$ cat src/sv/ddmo_pkg.sv
// Shared types and codes for the differential-drive mixer and odometry block.
package ddmo_pkg;

    // Input action codes
    localparam logic [2:0] ACT_TWIST = 3'd0;
    localparam logic [2:0] ACT_TICK  = 3'd1;
    localparam logic [2:0] ACT_LEFT  = 3'd2;
    localparam logic [2:0] ACT_RIGHT = 3'd3;
    localparam logic [2:0] ACT_EMERG = 3'd4;

    // Report kinds
    localparam logic [2:0] RK_DUTY   = 3'd0;
    localparam logic [2:0] RK_LSTAT  = 3'd1;
    localparam logic [2:0] RK_RSTAT  = 3'd2;
    localparam logic [2:0] RK_LDISC  = 3'd3;
    localparam logic [2:0] RK_RDISC  = 3'd4;
    localparam logic [2:0] RK_ODOM   = 3'd5;

    // Configuration register indexes
    localparam logic [1:0] CFG_WHEEL_DIST = 2'd0;
    localparam logic [1:0] CFG_TPM        = 2'd1;
    localparam logic [1:0] CFG_CMD_TO     = 2'd2;
    localparam logic [1:0] CFG_STAT_TO    = 2'd3;

    localparam logic [31:0] TIMEOUT_RESET = 32'd1000000;
    localparam int          IN_DATA_W     = 168;
    localparam int          OUT_DATA_W    = 200;
    localparam int          QUEUE_DEPTH   = 4;

    // One queued request from the front part to the back part
    typedef struct packed {
        logic [2:0]         kind;
        logic               last;
        logic signed [15:0] left_duty;
        logic signed [15:0] right_duty;
        logic signed [15:0] temp;
        logic signed [15:0] curr;
        logic [3:0]         status;
        logic signed [33:0] d_fwd;
        logic signed [33:0] d_rot;
        logic [31:0]        dt;
        logic [31:0]        tpm;
        logic [31:0]        left_ticks;
        logic [31:0]        right_ticks;
    } t_job;

    typedef enum logic [1:0] {F_IDLE, F_EVAL, F_EMIT} t_front_state;
    typedef enum logic [1:0] {B_IDLE, B_MUL, B_DIV, B_SEND} t_back_state;

endpackage

$ cat src/sv/ddmo_queue.sv
// Short request queue between the front and back parts.
module ddmo_queue (
    input  logic           i_clk,
    input  logic           i_rst_n,
    input  logic           i_push,
    input  ddmo_pkg::t_job i_wdata,
    output logic           o_full,
    input  logic           i_pop,
    output ddmo_pkg::t_job o_rdata,
    output logic           o_empty
);
    import ddmo_pkg::*;

    localparam int AW = $clog2(QUEUE_DEPTH);

    t_job          r_mem [QUEUE_DEPTH];
    logic [AW-1:0] r_wr, r_rd;
    logic [AW:0]   r_cnt;

    assign o_full  = (r_cnt == (AW+1)'(QUEUE_DEPTH));
    assign o_empty = (r_cnt == '0);
    assign o_rdata = r_mem[r_rd];

    // Store requests
    always_ff @(posedge i_clk) begin
        if (i_push && !o_full) begin
            r_mem[r_wr] <= i_wdata;
        end
    end

    // Advance pointers and count
    always_ff @(posedge i_clk) begin
        if (!i_rst_n) begin
            r_wr  <= '0;
            r_rd  <= '0;
            r_cnt <= '0;
        end else begin
            if (i_push && !o_full) r_wr <= r_wr + 1'b1;
            if (i_pop && !o_empty) r_rd <= r_rd + 1'b1;
            r_cnt <= r_cnt + (AW+1)'(i_push && !o_full) - (AW+1)'(i_pop && !o_empty);
        end
    end

endmodule

$ cat config.mk
export PLATFORM = sky130hd
export DESIGN_NAME = ddmo_queue
export DESIGN_NICKNAME = d
export VERILOG_FILES = /design/src/sv/ddmo_pkg.sv /design/src/sv/ddmo_queue.sv
export SDC_FILE = /design/constraint.sdc
export NUM_CORES = 1
export LEC_CHECK = 0
export BUFFER_PORTS_ARGS = -buffer_cell sky130_fd_sc_hd__buf_4
export CAP_MARGIN = 20
export CORE_MARGIN = 10
export CORE_UTILIZATION = 40
export CTS_BUF_LIST = sky130_fd_sc_hd__clkbuf_4
export CTS_CLUSTER_DIAMETER = 80
export DETAILED_ROUTE_END_ITERATION = 12
export PLACE_DENSITY = 0.6
export SETUP_SLACK_MARGIN = 0.3
export SYNTH_ARGS = -nofsm -noshare
export SYNTH_HDL_FRONTEND = slang
export SYNTH_SLANG_ARGS = --single-unit
$ cat constraint.sdc
create_clock -name i_clk -period 10.93 [get_ports i_clk]
set_input_delay 1.6395 -clock i_clk [delete_from_list [all_inputs] [get_ports i_clk]]
set_output_delay 1.6395 -clock i_clk [all_outputs]
set_load 0.02 [all_outputs]
==> impl_results.md <==
- Status: finished clean
- Worst IR drop on VDD: about 140 µV
- Total Die Area: around 110000 µm²
- Yosys Warn Count: 0
- Max clock buf depth: 4
- Number of H-tree branching levels: 5
- Total area of multi-input combinational cells: between 6000 and 7000 µm²
- Switching power of the nets: 3.218 mW
- Clock root buffer: clkbuf_4
- Average cell area after synthesis: approximately 27 µm²
- Area delta synth->final: 22.30%
- Routed WL: around 89000 µm
- Area of the placeable core: slightly below 100000 µm²
- Vertical extent of the die: roughly 330 µm
- Total nets after synthesis: between 1500 and 2000
- Worst max-slew margin expressed relative to the limit: 0.1039
- Avg WL per Cell: 24.13 µm
- Setup repair after global routing missed its margin: no
- First DRT Iteration DRCs: 1166
- Count of cells resized by post-cts repair: 0
- Power per Cell Area: between 200 and 250 nW/µm²
- Top-Level Pins: between 500 and 600
- Number of endpoints with negative hold slack in the final report: 0
- CTS Hold Buffers Added: 0
- Clock skew after layout: approximately 59 ps
- Part of the power in registers: 0.458
- Pre-CTS WS: 5979 ps
- Sinks on the clock net: about 1100
- Number of antenna-violating nets in the routed design: 0
- Launching element type of the critical path: flip-flop
- Sw Ratio: 0.2864
- Power share of the clock group: 0.293
- Total via count in the routed design: roughly 19000
- Netlist area before placement: 39430 µm²
- Maximum frequency from static timing analysis: roughly 0.17 GHz
- Max Slew Vio Count: 0
- Synth Instances: approximately 1500
- Reg area: around 32000 µm²
- Number of standard cells in the final layout excluding fillers: between 3000 and 4000
- Share of the clock period used by the worst path after layout: 0.5412
- Flip-flop and latch count after synthesis: roughly 1100
- Final Net Count: roughly 2500
- Critical path data required time: 9290 ps
- Tightest Pin Transition: ~1300 ps
- Final setup violation count: 0
- Final critical-path required period: 5916 ps
- Total clock buffers created by CTS: 294
- Final instance area: between 40000 and 50000 µm²
- Starting density of the core: 0.4018
- Avg Vias per Cell: approximately 5
- Global-route usage over all layers: 0.1579
- Sequential element share of the synthesized area: 0.8210
- Buffers inserted during post-CTS setup optimization: 0
- Leakage power summed over all cells: ~16 nW
- Via count of the first global-routing pass: about 20000
- TritonCTS clock tree: yes
- Yosys cell types: 22
- Internal power contribution: between 8 and 9 mW
- Final HPWL DP: between 50000 and 60000 µm
- TNS Setup: 0 ps
- Endpoint type of the worst setup path: primary output
- Maximum number of pins on one net before global-route repair: about 150
- DRC violations left: 0
- Most frequent cells in the layout: edfxtp_1 (1072), buf_4 (553), clkbuf_4 (414), mux4_2 (198), mux4_1 (70)
- Number of cells after detailed placement: 3235
- Total chip power: 11.24 mW
- Number of antenna violations at the first check in global routing: 12
- Die boundary width: 334.0 µm
- Most frequent standard cell in the layout excluding fill and tap cells: edfxtp_1
- Cell area reported after detailed placement: approximately 45000 µm²
- GRT overflow: 0
- Share of post-route cells with drive strength above 1: 0.4944
- Core Rows: about 120
- Number of port buffers: about 540
- Clock transition time at the flip-flop clock pins of the worst setup and hold paths: ~70 ps
- Worst skew pair latency: roughly 1100 ps
- Critical path start-end classification: flip-flop to primary output
- Iteration count of the initial detailed-routing pass: 5
- Global-route wire length before repair: 131600 µm
- Final weighted congestion in routability-driven placement: approximately 0.76
- Final WS setup: around 5000 ps
- Worst-path fanout max: a little under 100
- Filler Cell Count: approximately 8000
- Worst min-delay path category: flip-flop to flip-flop
- Max_cap viols: 0
- Share of total power in combinational logic: 0.250
- Arrival time reported for the critical path endpoint: about 4300 ps
-- area by class of cell --
class	count	share of cell area
clock buffers	414	0.06445
diodes	4	0.0002076
multi-input cells	302	0.1363
clock inverters	51	0.005163
inverters	6	0.0004670
flip-flops and latches	1081	0.6714
repair buffers	559	0.08858
well taps	1287	0.03339
-- cell usage after synthesis, drive strengths merged --
master,n,area share
fa,1,0.00051
mux2i,2,0.00051
nor2b,2,0.00032
and2,7,0.0011
or3,1,0.00016
dfxtp,9,0.0046
clkbuf,8,0.00076
inv,6,0.00057
o21ai,3,0.00038
buf,54,0.011
mux4,268,0.16
nand2,6,0.00057
edfxtp,1072,0.82
nor3,1,0.00013
nor3b,1,0.00019
ha,6,0.0019
or4bb,1,0.00029
a21boi,1,0.00019
xnor2,2,0.00044
-- sequential cells by signal, summed over array words and instances (netlist names), named ones only --
signal,cells
r_wr,2
r_mem,1072
r_rd,2
r_cnt,3
-- power by group through the flow --
stage	Combinational (mW)	Clock [mW]	Sequential (mW)
2_1_floorplan	1.73	0	5.29
3_3_place_gp	2.86	0	5.21
3_5_place_dp	2.88	0	5.24
4_1_cts	2.88	3.44	5.15
5_1_grt	2.97	3.65	5.18
6_report	2.80	3.29	5.14
-- metrics by stage --
stage,util,hold slack [ps]
floorplan,-,460.9
global placement,0.4571,474.4
finish,0.4914,509.5
global route,0.4914,540.6
detailed placement,0.4571,501.0
CTS,0.4913,509.8
-- final timing paths --
kind             start             to  slack (ps)  cells past startpoint
min            r_wr[1]        r_wr[1]         510                      2
max reg2reg   r_cnt[2]  r_mem[1][150]        7340                      5
max          flip-flop   o_rdata[246]        5010                      4
min reg2reg    r_wr[1]        r_wr[1]         510                      2
-- logic make-up after synthesis --
group	after synthesis	share of synthesized area
adders and majority gates	7	0.002412
DFF	1081	0.8210
muxes	270	0.1602
and+or+nand+nor	19	0.002761
AOI/OAI and AO/OA	4	0.0005711
xor gates and xnor gates	2	0.0004443
buffers and inverters	68	0.01260
-- worst max-delay path, cell delays in order, from the launching register on --
cell and delay (ps):
dfxtp_4 640, buf_4 780, buf_12 590, mux4_1 730
buf_4 200
-- routing by layer --
metal  track usage  wire length [µm]  vias up  share of wire
met1        0.1839             34150     9710           0.38
met3       0.05985              6931      142          0.078
met2        0.2648             46330      671           0.52
met4       0.05796              1848       16          0.021
li1              -                 -     8123              -
met5             0               104        -         0.0012
Note: power is estimated with default switching activity, not from simulation.
