## config.mk

```make
export PLATFORM = sky130hd
export DESIGN_NAME = ddmo_back
export DESIGN_NICKNAME = d
export VERILOG_FILES = /design/src/sv/ddmo_pkg.sv /design/src/sv/ddmo_back.sv
export SDC_FILE = /design/constraint.sdc
export NUM_CORES = 2
export LEC_CHECK = 0
export ABC_AREA = 1
export BUFFER_PORTS_ARGS = -buffer_cell sky130_fd_sc_hd__buf_2
export CAP_MARGIN = 0
export CORE_AREA = 3 3 492 348
export CTS_BUF_LIST = sky130_fd_sc_hd__clkbuf_4
export CTS_CLUSTER_DIAMETER = 100
export CTS_CLUSTER_SIZE = 40
export DETAILED_ROUTE_END_ITERATION = 8
export DIE_AREA = 0 0 495 351
export PLACE_DENSITY = 0.77
export SLEW_MARGIN = 20
export SYNTH_ARGS = -nofsm -noshare
export SYNTH_HDL_FRONTEND = slang
export SYNTH_SLANG_ARGS = --single-unit
```

## constraint.sdc

```tcl
create_clock -name i_clk -period 42.6 [get_ports i_clk]
set_input_delay 6.39 -clock i_clk [delete_from_list [all_inputs] [get_ports i_clk]]
set_output_delay 6.39 -clock i_clk [all_outputs]
set_load 0.01 [all_outputs]
```

## src/sv/ddmo_pkg.sv

```systemverilog
// Shared types and codes for the differential-drive mixer and odometry block.
package ddmo_pkg;

    // Input action codes
    localparam logic [2:0] ACT_TWIST = 3'd0;
    localparam logic [2:0] ACT_TICK  = 3'd1;
    localparam logic [2:0] ACT_LEFT  = 3'd2;
    localparam logic [2:0] ACT_RIGHT = 3'd3;
    localparam logic [2:0] ACT_EMERG = 3'd4;

    // Report kinds
    localparam logic [2:0] RK_DUTY   = 3'd0;
    localparam logic [2:0] RK_LSTAT  = 3'd1;
    localparam logic [2:0] RK_RSTAT  = 3'd2;
    localparam logic [2:0] RK_LDISC  = 3'd3;
    localparam logic [2:0] RK_RDISC  = 3'd4;
    localparam logic [2:0] RK_ODOM   = 3'd5;

    // Configuration register indexes
    localparam logic [1:0] CFG_WHEEL_DIST = 2'd0;
    localparam logic [1:0] CFG_TPM        = 2'd1;
    localparam logic [1:0] CFG_CMD_TO     = 2'd2;
    localparam logic [1:0] CFG_STAT_TO    = 2'd3;

    localparam logic [31:0] TIMEOUT_RESET = 32'd1000000;
    localparam int          IN_DATA_W     = 168;
    localparam int          OUT_DATA_W    = 200;
    localparam int          QUEUE_DEPTH   = 4;

    // One queued request from the front part to the back part
    typedef struct packed {
        logic [2:0]         kind;
        logic               last;
        logic signed [15:0] left_duty;
        logic signed [15:0] right_duty;
        logic signed [15:0] temp;
        logic signed [15:0] curr;
        logic [3:0]         status;
        logic signed [33:0] d_fwd;
        logic signed [33:0] d_rot;
        logic [31:0]        dt;
        logic [31:0]        tpm;
        logic [31:0]        left_ticks;
        logic [31:0]        right_ticks;
    } t_job;

    typedef enum logic [1:0] {F_IDLE, F_EVAL, F_EMIT} t_front_state;
    typedef enum logic [1:0] {B_IDLE, B_MUL, B_DIV, B_SEND} t_back_state;

endpackage

```

## src/sv/ddmo_back.sv

```systemverilog
// Back part: velocity divider and the registered result stage.
module ddmo_back (
    input  logic           i_clk,
    input  logic           i_rst_n,
    input  ddmo_pkg::t_job i_job,
    input  logic           i_empty,
    output logic           o_pop,
    output logic           o_valid,
    input  logic           i_ready,
    output logic [2:0]     o_kind,
    output logic           o_last,
    output logic [ddmo_pkg::OUT_DATA_W-1:0] o_data
);
    import ddmo_pkg::*;

    localparam int NUM_W = 85;
    localparam logic [19:0] MICROS = 20'd1000000;

    t_back_state r_state, n_state;
    t_job        r_job;
    logic [63:0] r_den, r_rem_f, r_rem_r;
    logic [NUM_W-1:0] r_num_f, r_num_r;
    logic [32:0] r_q_f, r_q_r;
    logic        r_ovf_f, r_ovf_r, r_neg_f, r_neg_r;
    logic [6:0]  r_step;
    logic        r_ov;
    logic [2:0]  r_ok;
    logic        r_ol;
    logic [OUT_DATA_W-1:0] r_od;

    logic        w_free, w_plain, w_load_plain, w_load_odo;
    logic [33:0] w_mag_f, w_mag_r;
    logic [64:0] w_r2_f, w_r2_r;
    logic        w_ge_f, w_ge_r;
    logic [31:0] w_fwd, w_rot;

    function automatic logic [31:0] sat(input logic [32:0] q, input logic ovf, input logic neg);
        logic [32:0] lim, qs;
        begin
            lim = neg ? 33'h080000000 : 33'h07FFFFFFF;
            qs = (ovf || (q > lim)) ? lim : q;
            sat = neg ? (32'd0 - qs[31:0]) : qs[31:0];
        end
    endfunction

    assign w_free  = !r_ov || i_ready;
    assign w_plain = !i_empty && (i_job.kind != RK_ODOM);
    assign w_mag_f = r_job.d_fwd[33] ? 34'(-r_job.d_fwd) : 34'(r_job.d_fwd);
    assign w_mag_r = r_job.d_rot[33] ? 34'(-r_job.d_rot) : 34'(r_job.d_rot);

    // One restoring step on each lane
    assign w_r2_f = {r_rem_f, r_num_f[NUM_W-1]};
    assign w_r2_r = {r_rem_r, r_num_r[NUM_W-1]};
    assign w_ge_f = w_r2_f >= {1'b0, r_den};
    assign w_ge_r = w_r2_r >= {1'b0, r_den};
    assign w_fwd  = sat(r_q_f, r_ovf_f, r_neg_f);
    assign w_rot  = sat(r_q_r, r_ovf_r, r_neg_r);

    // Next state
    always_comb begin
        n_state = r_state;
        unique case (r_state)
            B_IDLE: if (!i_empty && (i_job.kind == RK_ODOM)) n_state = B_MUL;
            B_MUL:  n_state = B_DIV;
            B_DIV:  if (r_step == 7'(NUM_W - 1)) n_state = B_SEND;
            B_SEND: if (w_free) n_state = B_IDLE;
            default: n_state = B_IDLE;
        endcase
    end

    // Queue pop and output loads
    always_comb begin
        w_load_plain = (r_state == B_IDLE) && w_plain && w_free;
        w_load_odo   = (r_state == B_SEND) && w_free;
        o_pop = w_load_plain || ((r_state == B_IDLE) && !i_empty && (i_job.kind == RK_ODOM));
    end

    // Divider datapath
    always_ff @(posedge i_clk) begin
        if ((r_state == B_IDLE) && !i_empty) r_job <= i_job;
        if (r_state == B_MUL) begin
            r_den   <= r_job.dt * r_job.tpm;
            r_num_f <= {54'(w_mag_f * MICROS), 31'd0};
            r_num_r <= {54'(w_mag_r * MICROS), 31'd0};
            r_neg_f <= r_job.d_fwd[33];
            r_neg_r <= r_job.d_rot[33];
            r_rem_f <= '0;
            r_rem_r <= '0;
            r_q_f   <= '0;
            r_q_r   <= '0;
            r_ovf_f <= 1'b0;
            r_ovf_r <= 1'b0;
            r_step  <= '0;
        end else if (r_state == B_DIV) begin
            r_num_f <= r_num_f << 1;
            r_num_r <= r_num_r << 1;
            r_rem_f <= w_ge_f ? 64'(w_r2_f - {1'b0, r_den}) : w_r2_f[63:0];
            r_rem_r <= w_ge_r ? 64'(w_r2_r - {1'b0, r_den}) : w_r2_r[63:0];
            r_q_f   <= {r_q_f[31:0], w_ge_f};
            r_q_r   <= {r_q_r[31:0], w_ge_r};
            r_ovf_f <= r_ovf_f | r_q_f[32];
            r_ovf_r <= r_ovf_r | r_q_r[32];
            r_step  <= r_step + 7'd1;
        end
    end

    // Result register
    always_ff @(posedge i_clk) begin
        if (w_load_plain) begin
            r_ok <= i_job.kind;
            r_ol <= i_job.last;
            r_od <= {4'd0, i_job.right_ticks, i_job.left_ticks, 32'd0, 32'd0, i_job.status,
                     i_job.curr, i_job.temp, i_job.right_duty, i_job.left_duty};
        end else if (w_load_odo) begin
            r_ok <= r_job.kind;
            r_ol <= r_job.last;
            r_od <= {4'd0, r_job.right_ticks, r_job.left_ticks, w_rot, w_fwd, 4'd0,
                     16'd0, 16'd0, 16'd0, 16'd0};
        end
    end

    // Control state
    always_ff @(posedge i_clk) begin
        if (!i_rst_n) begin
            r_state <= B_IDLE;
            r_ov <= 1'b0;
        end else begin
            r_state <= n_state;
            if (w_load_plain || w_load_odo) r_ov <= 1'b1;
            else if (i_ready) r_ov <= 1'b0;
        end
    end

    assign o_valid = r_ov;
    assign o_kind  = r_ok;
    assign o_last  = r_ol;
    assign o_data  = r_od;

endmodule

```

==> out/qor.csv <==
metric,value,unit
CP dominant cell by count,buf_2,
grt ovf,0,
"antenna viol nets, final",0,
met3 GRT Util,6.06,%
# hold bufs at CTS,0,
number of global-route vias before repair,77800,
clk buf depth,3,
Total GRT Usage,30.1,%
Final nets,14100,
row count,125,
area share of the largest cell type after synthesis,24.7,%
final hold violations,0,
RSZ-0062 raised after global routing,no,
via count,77500,
"CP delay by family, top",simple AND/OR/NAND/NOR gates,
Synth cell types,71,
Post-Syn Area,93200,sq um
design area,98300,sq um
Mapped Cells,11700,
setup TNS,0,ns
Bufs and invs on worst path,2,
routability congestion estimate from global placement,1.01,
met1 capacity usage during global routing,45.1,%
area grow syn2layout,5.48,%
layer carrying the most global-route usage,met1,
Core Region,166000,sq um
Resized Gates After CTS,0,
met2 Use GR,44.9,%
crit path DAT,7.20,ns
Ports,478,
"Slowest-stage cell, CP",nor2_1,
share of cells above drive strength 1,6.99,%
Max Cap Viol,0,
"Clk Latency, worst-skew pair",1.17,ns
fill cell count,14900,
DR vias/cell,5.46,
Max Slew Vio Count,0,
final WL,261000,microns
CP max stage delay,0.35,ns
setup bufs post-CTS,0,
first-pass iteration count of the detailed router,6,
Num CTS Buffers,35,
flop2flop setup slack,33.69,ns
period utilization,31.9,%
Chip Width,495,microns
Synth area leader,fa_1,
YS warnings,0,
IO Port Bufs,473,
Post-synth top flop,edfxtp_1,
Final Critical Period,13.59,ns
async set-reset flop share out of synthesis,0,%
post-synthesis sequential area ratio,21.9,%
initial antenna violation count,6,
final setup vio count,0,
starting density of the core,56.1,%
worst endpoint required time,36.21,ns
"Reg clk slew, reported paths",0.34,ns
dpl cells,14100,
dpl hpwl,212000,microns
Finished Core Util,59.2,%
Post-DP Area,97500,sq um
largest net degree at the start of global routing,142,
CTS tree,built,
Critical Path Source Type,primary input,
Post-Syn Area per Cell,7.96,sq um
CP cell instances,buf_2 > nor2_1 > a21boi_0 > buf_2,
crit path max fanout,5,
top post-synthesis cells by area,"fa_1 25%, edfxtp_1 16%, inv_1 11%",
Root Driver,clkbuf_4,
status,finished clean,
Hold Path Class,flip-flop to flip-flop,
first-pass GRT wire length,419000,microns
Max-Slew Margin vs Limit,20.9,%
Layout Skew,0.218,ns
slew at the pin with the worst max-slew slack,1.17,ns
Crit. End Element,output pin,
FMAX,73.6,MHz
"flops & latches, synth",768,
# clock sinks,768,
die height,351,microns
H-Tree Depth,2,
Finished Layout Cells,14200,
number of enable flip-flop cells after synthesis,498,
DRC,0,
die area,174000,sq um
Crit Path Category,primary input to output pin,
initial drt markers,7544,
DR WL/cell,18.4,microns
## cells in the final DEF, fill, tap and decap left out, drive strengths merged, types with 123 or more instances in the layout
master / netlist / final
nor2: 789 / 789
buf: 69 / 571
xnor2: 123 / 123
edfxtp: 498 / 498
o21ai: 472 / 472
a31oi: 124 / 124
fa: 1148 / 1148
inv: 2804 / 2814
a21oi: 487 / 487
xor2: 173 / 173
ha: 770 / 770
nand3: 374 / 374
dfxtp: 270 / 270
nand2: 2690 / 2690
## registers in the layout, summed over array words and instances (netlist names), 2 cells and up
register,count
r_num_f,48
r_rem_r,64
r_num_r,48
r_den,64
r_rem_f,64
r_step,7
r_q_f,33
r_job,200
r_q_r,33
r_state,2
o_kind,3
o_data,196
## per-layer routing
| layer | vias to the layer above | routed length [microns] |
|---|---|---|
| li1 | 36400 | - |
| met1 | 37300 | 118000 |
| met2 | 3445 | 112000 |
| met3 | 376 | 26300 |
| met4 | 0 | 5650 |
| met5 | - | 0 |
## cell families (layout without fill, tap and decap cells)
| family | after synthesis | after routing | share of synthesized area, % |
|---|---|---|---|
| and+or+nand+nor | 4120 | 4120 | 18.1 |
| buffers and inverters | 3178 | 3442 | 13.1 |
| adders and majority gates | 1918 | 1918 | 35.0 |
| AOI/OAI and AO/OA | 1417 | 1417 | 9.11 |
| DFF | 768 | 768 | 21.9 |
| xor gates and xnor gates | 296 | 296 | 2.83 |
| other | 1 | 18 | 0.00403 |
## cell type report
type / instances / area [sq um] / area share, %
repair buffers: 571 / 3120 / 3.17
clock inverters: 24 / 417 / 0.424
flip-flops and latches: 768 / 20400 / 20.7
well taps: 2222 / 2780 / 2.83
diodes: 14 / 35.0 / 0.0356
clock buffers: 39 / 293 / 0.298
inverters: 2808 / 10600 / 10.7
multi-input cells: 7755 / 60700 / 61.8
## synthesized netlist by cell type (7+ instances only)
| library cell | instances |
|---|---|
| nor3_1 | 67 |
| nand3_2 | 9 |
| nor2_1 | 767 |
| a31oi_1 | 124 |
| a21boi_0 | 25 |
| buf_2 | 24 |
| fa_1 | 1148 |
| o21ai_1 | 44 |
| or2_2 | 46 |
| a21o_1 | 36 |
| nand4_1 | 80 |
| o211ai_2 | 40 |
| o21bai_1 | 35 |
| buf_1 | 11 |
| inv_1 | 2794 |
| o221ai_1 | 7 |
| and3_1 | 7 |
| buf_6 | 17 |
| o21ai_2 | 8 |
| ha_1 | 770 |
| nand2_4 | 8 |
| a21oi_1 | 483 |
| dfxtp_1 | 270 |
| inv_2 | 9 |
| clkbuf_1 | 301 |
| edfxtp_1 | 498 |
| nor3_2 | 8 |
| nand3b_1 | 20 |
| o211ai_1 | 49 |
| o21a_1 | 40 |
| nor4_1 | 31 |
| nand2_2 | 27 |
| xnor2_1 | 123 |
| nand3_1 | 363 |
| a22o_1 | 64 |
| a221oi_1 | 9 |
| nor2_2 | 17 |
| nand2_1 | 2654 |
| o21ai_0 | 419 |
| buf_4 | 16 |
| xor2_1 | 170 |
## worst min-delay path, cell delays in order, from the launching register on
cell and delay (ns):
dfxtp_1 0.41, nor2_1 0.11, nor2_1 0.05
## path summary, 6_finish.rpt
kind | cells past startpoint | to | startpoint
max reg2reg | 33 | r_num_f[79] | r_job[162]
min reg2reg | 2 | r_q_r[5] | r_q_r[4]
min | 2 | r_q_r[5] | r_q_r[4]
max | 4 | o_pop | i_ready
## through the flow
stage	hold WS (ns)	setup slack (ns)
floorplan	0.457	20.89
global placement	0.439	28.99
detailed placement	0.439	29.01
CTS	0.421	29.01
global route	0.424	28.94
finish	0.438	29.01
Power is not shown: default switching activity piles up to over one toggle a cycle in this logic, so the estimate is an artifact.
